File: src/hdl/assert_macros.svh
// Assertion macros shared by the tracker RTL.
// No dependencies; included by the files that assert.
`ifndef ASSERT_MACROS_SVH
`define ASSERT_MACROS_SVH

// Check a property on every rising edge, muted while reset is high.
`define FUST_ASSERT(label, clk, rst, prop) \
  label: assert property (@(posedge clk) disable iff (rst) prop) \
    else $error("fust assertion failed");

// Check that a condition never holds outside reset.
`define FUST_NEVER(label, clk, rst, cond) \
  `FUST_ASSERT(label, clk, rst, !(cond))

`endif

File: src/hdl/fust_pkg.sv
// Shared types and constants of the first-unique stream tracker.
// No dependencies; imported by fust_if, fust_ctrl, fust_dp, the top level and the bench.
package fust_pkg;

  localparam int VALUE_BITS = 10;
  localparam int NUM_VALUES = 1 << VALUE_BITS;
  localparam int LEVEL_BITS = 2;

  typedef logic [VALUE_BITS-1:0] value_t;
  typedef logic [LEVEL_BITS-1:0] level_t;

  // Seen level of one value, saturating at repeated
  localparam level_t LVL_NEVER  = 2'd0;
  localparam level_t LVL_ONCE   = 2'd1;
  localparam level_t LVL_REPEAT = 2'd2;

  // Controller to datapath
  typedef struct packed {
    logic clr_wr;   // clear one seen-level entry
    logic accept;   // capture the incoming value, launch reads
    logic update;   // apply list update from read data
    logic emit;     // load the output register
  } fust_cmd_t;

  // Datapath to controller
  typedef struct packed {
    logic clr_last; // clear pointer on the last entry
    logic out_free; // output register empty or being drained
  } fust_sts_t;

endpackage

File: src/hdl/fust_ctrl.sv
// Sequencer of the tracker: clear sweep, accept, update, emit.
// Depends on fust_pkg and assert_macros.svh.
`include "assert_macros.svh"

module fust_ctrl import fust_pkg::*; (
  input  logic      clk,
  input  logic      rst,
  input  logic      in_valid,
  output logic      in_ready,
  input  fust_sts_t sts,
  output fust_cmd_t cmd
);

  typedef enum logic [1:0] {
    S_CLEAR,
    S_IDLE,
    S_LOOK,
    S_EMIT
  } state_t;

  state_t state;

  always_ff @(posedge clk) begin
    if (rst) begin
      state <= S_CLEAR;
    end else begin
      unique case (state)
        S_CLEAR: if (sts.clr_last) state <= S_IDLE;
        S_IDLE:  if (in_valid)     state <= S_LOOK;
        S_LOOK:                    state <= S_EMIT;
        S_EMIT:  if (sts.out_free) state <= S_IDLE;
        default:                   state <= S_CLEAR;
      endcase
    end
  end

  always_comb begin
    in_ready   = (state == S_IDLE);
    cmd.clr_wr = (state == S_CLEAR);
    cmd.accept = (state == S_IDLE) && in_valid;
    cmd.update = (state == S_LOOK);
    cmd.emit   = (state == S_EMIT) && sts.out_free;
  end

  // An update always follows an accept
  `FUST_ASSERT(a_look_after_idle, clk, rst, (state == S_LOOK) |-> ($past(state) == S_IDLE))
  // The sweep ends in idle
  `FUST_ASSERT(a_clear_ends, clk, rst, ((state == S_CLEAR) && sts.clr_last) |=> (state == S_IDLE))

endmodule

File: config.mk
export PLATFORM = sky130hd
export DESIGN_NAME = fust_ctrl
export DESIGN_NICKNAME = d
export VERILOG_FILES = /design/src/hdl/fust_pkg.sv /design/src/hdl/fust_ctrl.sv
export VERILOG_INCLUDE_DIRS = /design/src /design/src/hdl
export SDC_FILE = /design/constraint.sdc
export NUM_CORES = 1
export LEC_CHECK = 0
export BUFFER_PORTS_ARGS = -buffer_cell sky130_fd_sc_hd__buf_2
export CELL_PAD_IN_SITES_DETAIL_PLACEMENT = 0
export CELL_PAD_IN_SITES_GLOBAL_PLACEMENT = 1
export CORE_AREA = 2 2 39 41
export DETAILED_ROUTE_END_ITERATION = 7
export DIE_AREA = 0 0 41 43
export PLACE_DENSITY = 0.44
export SLEW_MARGIN = 25
export SYNTH_ARGS = -nofsm -noshare
export SYNTH_HDL_FRONTEND = slang
export SYNTH_SLANG_ARGS = --single-unit
export TNS_END_PERCENT = 50
File: constraint.sdc
create_clock -name clk -period 1.65 [get_ports clk]
set_input_delay 0.2475 -clock clk [delete_from_list [all_inputs] [get_ports clk]]
set_output_delay 0.2475 -clock clk [all_outputs]
set_load 0.02 [all_outputs]
# Word-level counts from Yosys, hierarchy flattened
# Cells that the tools add are included.
op_classes:
  reduce_logical: 4
  eq_ne: 6
  n_mux: 4
op_table:
  columns: ["cell", "count"]
  rows:
  - ["$pmux 2 s4", 1]
  - ["$mux 2", 3]
  - ["$ne 2x2->1 const B", 3]
  - ["$eq 2x2->1 const B", 2]
  - ["$reduce_and 3->1", 1]
  - ["$eq 2x1->1 const B", 1]
  - ["$logic_and 1x1->1", 2]
  - ["$logic_not 2->1", 1]
totals:
  output_inout_bits: 5
  ff_bits: 2

# Longest topological paths before layout
# Gate-level depths: netlist (run 1).
depth:
  depth_word: 3
  depth_mapped: 4
  depth_no_buf: 4

# Worst setup path before layout (run 1)
# No wires, ideal clock.
synth_path:
  kind: "reg-to-reg"
  startpoint: "register state[0]"
  endpoint: "register state[0]"
  t_arrival_ps: 1530
  slack_ps: -3
  path_buffers: 0
  path_stages_with_launch: 5
  period_less_slack_ps: 1653
  path_cell_list: "dfxtp_1 > inv_1 > ha_1 > a222oi_1 > mux2_1"
synth_lines:
  columns: ["item", "line_no", "rtl"]
  rows:
  - ["start, declared", "fust_ctrl.sv:21", "state_t state;"]
  - ["start signal, assigned", "fust_ctrl.sv:25", "state <= S_CLEAR;"]
  - ["start signal, assigned", "fust_ctrl.sv:28", "S_CLEAR: if (sts.clr_last) state <= S_IDLE;"]
  - ["start signal, assigned", "fust_ctrl.sv:29", "S_IDLE: if (in_valid) state <= S_LOOK;"]

# Worst setup path after layout (run 1)
layout_path:
  startpoint: "register state[0]"
  endpoint: "register state[0]"
layout_via:
  elab_chain_cells: 3
layout_rtl:
  columns: ["item", "line_no", "rtl"]
  rows:
  - ["$eq 2x2->1 (tied with other cells)", "fust_ctrl.sv:27", "unique case (state)"]
  - ["$ne 2x2->1 (no line)", null, null]
  - ["$reduce_and 3->1 (no line)", null, null]
# Several ways; a longest one is shown, not always the timed one.
# A chain may end at the register's enable or synchronous reset.

==> results of run 1 <==
[area by class of cell]
class | count | area (µm²)
Clock buffer | 3 | 22.5
Fill cell | 161 | 1090
Inverter | 5 | 18.8
Multi-Input combinational cell | 14 | 128
Sequential cell | 2 | 41.3
Tap cell | 16 | 20.0
Timing Repair Buffer | 12 | 67.6
[tightest hold or removal path, cell delays in order]
cell,delay (ns)
buf_2,0.11
nand2b_1,0.10
mux2i_1,0.06
[cells by family (layout without fill, tap and decap cells)]
group                      count (synthesis)  after routing  synth area share, %
and+or+nand+nor                            6              6                 18.1
adders and majority gates                  5              5                 33.6
buffers and inverters                      5             20                 10.1
muxes                                      2              2                 11.4
DFF                                        2              2                 21.5
AOI/OAI and AO/OA                          1              1                 5.37
[per-stage QoR]
step	setup slack, ns	instance area [µm²]
4_1_cts	0.00562	289
3_5_place_dp	0.0187	267
5_1_grt	0.00893	298
2_1_floorplan	0.0153	186
3_3_place_gp	0.0528	267
6_report	0.0736	298
[cell usage in the layout, fill, tap and decap left out, drive strengths merged]
| cell | netlist | final |
|---|---|---|
| and2 | 2 | 2 |
| mux2 | 1 | 1 |
| clkbuf | 0 | 3 |
| mux2i | 1 | 1 |
| nor2 | 2 | 2 |
| ha | 5 | 5 |
| inv | 5 | 5 |
| buf | 0 | 12 |
| nand2b | 2 | 2 |
| a222oi | 1 | 1 |
| dfxtp | 2 | 2 |
[layer usage]
metal	GRT usage [%]	up-vias	part of all wire, %
met2	7.81	12	42
li1	-	96	-
met5	0	-	0
met4	6.00	0	1.1
met1	5.11	76	44
met3	7.85	2	13
[power by group through the flow]
stage / Clock (mW) / Combinational (mW) / Sequential [mW]
floorplan: 0 / 0.153 / 0.0802
global placement: 0 / 0.228 / 0.0787
detailed placement: 0 / 0.232 / 0.0804
CTS: 0.117 / 0.233 / 0.0797
global route: 0.124 / 0.270 / 0.0843
finish: 0.109 / 0.244 / 0.0831
[final timing paths]
| kind | endpoint | depth (start not counted) | from | slack [ns] |
|---|---|---|---|---|
| worst max-delay path | state[0]$_SDFFE_PP0P_ | 5 | state[0]$_SDFFE_PP0P_ | 0.07 |
| worst min-delay path | state[1]$_SDFFE_PP0P_ | 3 | rst | 0.35 |
| worst max register to register | state[0]$_SDFFE_PP0P_ | 5 | state[0]$_SDFFE_PP0P_ | 0.07 |
| worst min register to register | state[1]$_SDFFE_PP0P_ | 3 | state[1]$_SDFFE_PP0P_ | 0.60 |
[what timing repair did]
item | in CTS | in global routing
gates resized for setup | 0 | 1
endpoints found under the setup margin | 0 | 2
endpoints found under the hold margin | 0 | 0
setup buffers | 0 | 1
==> results.yml, run 1 <==
yosys:
  synth_cell_types: 10
  synth_edf_count: 0
  synth_top_area_share_pct: 33.6
  syn_inst: 21
  synth_seq_area_share_pct: 21.5
  async_flop_share_pct: 0
  avgSynthCellArea_um2: 8.88
  synth-seq-cells: 2
  synth_area_um2: 186
  yosys-top-cells-area: "ha_1, dfxtp_1, inv_1"
  yosysWarnings: 0
  yosysTopAreaCell: "ha_1"
  synth_ff_type: "dfxtp_1"
  syn_nets: 31
  synthTopCellsByCount: "ha_1, inv_1, dfxtp_1, nand2b_1, nor2_1"
floorplan:
  start_util_pct: 13.5
  die_w_um: 41
  die_area_um2: 1760
  core_um2: 1380
  fp.dieH_um: 43
  ios: 10
  num_rows: 14
global_route:
  antenna_found_initial: 0
  gr-total-overflow: 0
  grt_pass1_wl_um: 648
  track_usage_pct: 6.51
  grt_max_degree: 5
  grt_pass1_vias: 178
finish:
  syn_to_final_growth_pct: 59.7
  largest_reg_flops: 2
  fin_nets: 48
  drive_gt1_share_pct: 47.2
  final_cell_count_no_fill: 52
  regMostFlops: "state"
  diodes: 0
  fin_util_pct: 21.5
  reg_top3: "state (2)"
worst_setup_path:
  end_kind: "flip-flop"
  path_cells: "inv_1 -> ha_1 -> a222oi_1 -> buf_4 -> mux2_1"
  cp_top_family: "flip-flops"
  cp_slowest_cell: "dfxtp_2"
  crit_type: "reg -> reg"
  path_buf_inv: 2
  cp_data_required_time_ns: 1.76
  crit_fanout: 4
  crit_arrival_ns: 1.68
  critPathLaunchType: "flip-flop"
  slowest_delay_ns: 0.35
clocking:
  path_clk_slew_ns: 0.03
  h-tree-depth: 1
  root_buffer: "clkbuf_4"
  hold_buffers: 0
  clock_latency_ns: 0.23
  cts_made_buffers: 3
  cts.sinks: 2
  cts_tree: "built"
  clock_path_buffers: 2
timing:
  timing.hold.ws_ns: 0.346
  layout_min_cycle_time_ns: 1.58
  setup_viol: 0
  final_max_slew_viol_count: 0
  final.setup.tns_ns: 0
  rsz0062_at_grt: "false"
  skew_ns: 0.00792
  relSlewSlack_pct: 82.2
  clock.fmax_ghz: 0.634
  tightestPinTransition_ns: 0.267
  finalCritPeriodShare_pct: 95.5
  hold_viol: 0
power:
  p_seq_share_pct: 19.1
  p_sw_share_pct: 39.7
  power_density_nw_per_um2: 1460
  comb_power_share_pct: 55.9
  internal_power_mw: 0.263
  totalPowerFinal_mw: 0.436
  p_switching_mw: 0.173
  leakage_nw: 0.172
  power_frac_clock_pct: 25.0
  ir_worst_vdd_mv: 0.570
detailed_routing:
  drtAntennaViolNets: 0
  drcViolationCount: 0
  wl_per_cell_um: 9.00
  wirelength_um: 468
  initialDrtViolationCount: 3
  vias_per_cell: 3.58
  dr.pass1.iters: 4
  routed-via-count: 186
flow_run:
  maxCapViolCount: 0
place:
  dpl.hpwl_um: 390
  dpl.cell_count: 48
  globalplace.congestion: 0.660
  port_buffers: 9
outcome:
  status: "finished, final reports clean"
min_path:
  hold_path.class: "in -> reg"
No activity file was read; power rests on OpenSTA's default activity.
==> inputs of run 2 (changes only) <==
- RECOVER_POWER: unset -> 25
==> results.yml, run 2 (synthesis results as in run 1) <==
outcome:
  status: "finished, final reports clean"
floorplan:
  die_w_um: 41
  fp.dieH_um: 43
  die_area_um2: 1760
  start_util_pct: 13.5
  core_um2: 1380
  ios: 10
  num_rows: 14
clocking:
  hold_buffers: 0
  cts_tree: "built"
  clock_path_buffers: 2
  cts_made_buffers: 3
  root_buffer: "clkbuf_4"
  h-tree-depth: 1
  cts.sinks: 2
  clock_latency_ns: 0.23
  path_clk_slew_ns: 0.03
place:
  dpl.hpwl_um: 390
  dpl.cell_count: 48
  globalplace.congestion: 0.660
  port_buffers: 9
  pre_cts_ws_ns: 0.0187
  place_area_um2: 267
worst_setup_path:
  crit_type: "reg -> reg"
  critPathLaunchType: "flip-flop"
  cp_data_required_time_ns: 1.76
  path_buf_inv: 2
  cp_slowest_cell: "dfxtp_2"
  slowest_delay_ns: 0.35
  cp_top_family: "flip-flops"
  crit_fanout: 4
  end_kind: "flip-flop"
  crit_arrival_ns: 1.68
  path_cells: "inv_1 -> ha_1 -> a222oi_1 -> buf_4 -> mux2_1"
timing:
  rsz0062_at_grt: "false"
  relSlewSlack_pct: 82.2
  layout_min_cycle_time_ns: 1.58
  final.setup.tns_ns: 0
  tightestPinTransition_ns: 0.267
  setup_viol: 0
  finalCritPeriodShare_pct: 95.5
  fin_ws_ns: 0.0736
  skew_ns: 0.00792
  hold_viol: 0
  final_max_slew_viol_count: 0
  clock.fmax_ghz: 0.634
global_route:
  gr-total-overflow: 0
  met3_usage_pct: 7.85
  grt_pass1_wl_um: 648
  track_usage_pct: 6.51
  grtUsageMet2_pct: 7.81
  grt_busiest_layer: "met3"
  antenna_found_initial: 0
  met1_usage_pct: 5.11
  grt_pass1_vias: 178
  grt_max_degree: 5
detailed_routing:
  wirelength_um: 470
  wl_per_cell_um: 9.04
  vias_per_cell: 3.58
  routed-via-count: 186
  drtAntennaViolNets: 0
  dr.pass1.iters: 4
  initialDrtViolationCount: 3
  drcViolationCount: 0
finish:
  fin_area_um2: 297
  mostFrequentLayoutCells: "buf_2, inv_1, ha_1"
  largest_reg_flops: 2
  reg_top3: "state (2)"
  final_cell_count_no_fill: 52
  syn_to_final_growth_pct: 59.1
  drive_gt1_share_pct: 44.4
  regMostFlops: "state"
  fin_util_pct: 21.4
  final_common_cell: "buf_2"
  fin_nets: 48
  diodes: 0
flow_run:
  maxCapViolCount: 0
power:
  leakage_nw: 0.168
  power_density_nw_per_um2: 1460
  ir_worst_vdd_mv: 0.570
min_path:
  hold_path.class: "in -> reg"
[run 2: cell types whose count changed in the layout (fill, tap and decap cells not counted)]
cell      change
buf_2         -1
clkbuf_1      +1
[run 2: cell type report]
| cell class | instances | area, µm² |
|---|---|---|
| multi-input combinational | 14 | 128 |
| inverter | 5 | 18.8 |
| tap | 16 | 20.0 |
| fill | 162 | 1090 |
| clock buffer | 3 | 22.5 |
| timing repair buffer | 12 | 66.3 |
| sequential | 2 | 41.3 |
[run 2: path summary, 6_finish.rpt]
check                             start                    end  slack (ns)  depth (start not counted)
setup / recovery  state[0]$_SDFFE_PP0P_  state[0]$_SDFFE_PP0P_        0.07                          5
hold / removal                      rst  state[1]$_SDFFE_PP0P_        0.35                          3
hold reg to reg   state[1]$_SDFFE_PP0P_  state[1]$_SDFFE_PP0P_        0.60                          3
setup reg to reg  state[0]$_SDFFE_PP0P_  state[0]$_SDFFE_PP0P_        0.07                          5
[run 2: what timing repair did]
item | CTS | global route
endpoints found under the setup margin | 0 | 2
gates resized for setup | 0 | 1
setup buffers | 0 | 1
[run 2: metrics by stage]
| stage | total power [mW] | hold slack [ns] |
|---|---|---|
| global route | 0.475 | 0.346 |
| CTS | 0.429 | 0.336 |
| floorplan | 0.234 | 0.428 |
| global placement | 0.306 | 0.572 |
| detailed placement | 0.312 | 0.573 |
| finish | 0.434 | 0.346 |
[run 2: routing by layer]
layer,share of wire (%),vias to the layer above
met1,44,76
met4,1.1,0
met2,42,12
met3,13,2
met5,0,-
li1,-,96
[run 2: worst reg2reg max path, delay by kind of cell, from the launching register on]
family | cells | cell delay [ns]
fa+ha+maj | 1 | 0.22
buf+inv | 2 | 0.25
mux | 1 | 0.31
flops | 1 | 0.35
compound gates | 1 | 0.33
[run 2: power by group]
| part | internal (mW) | switching, mW |
|---|---|---|
| Sequential | 0.0681 | 0.0150 |
| Clock | 0.0803 | 0.0289 |
| Combinational | 0.112 | 0.130 |
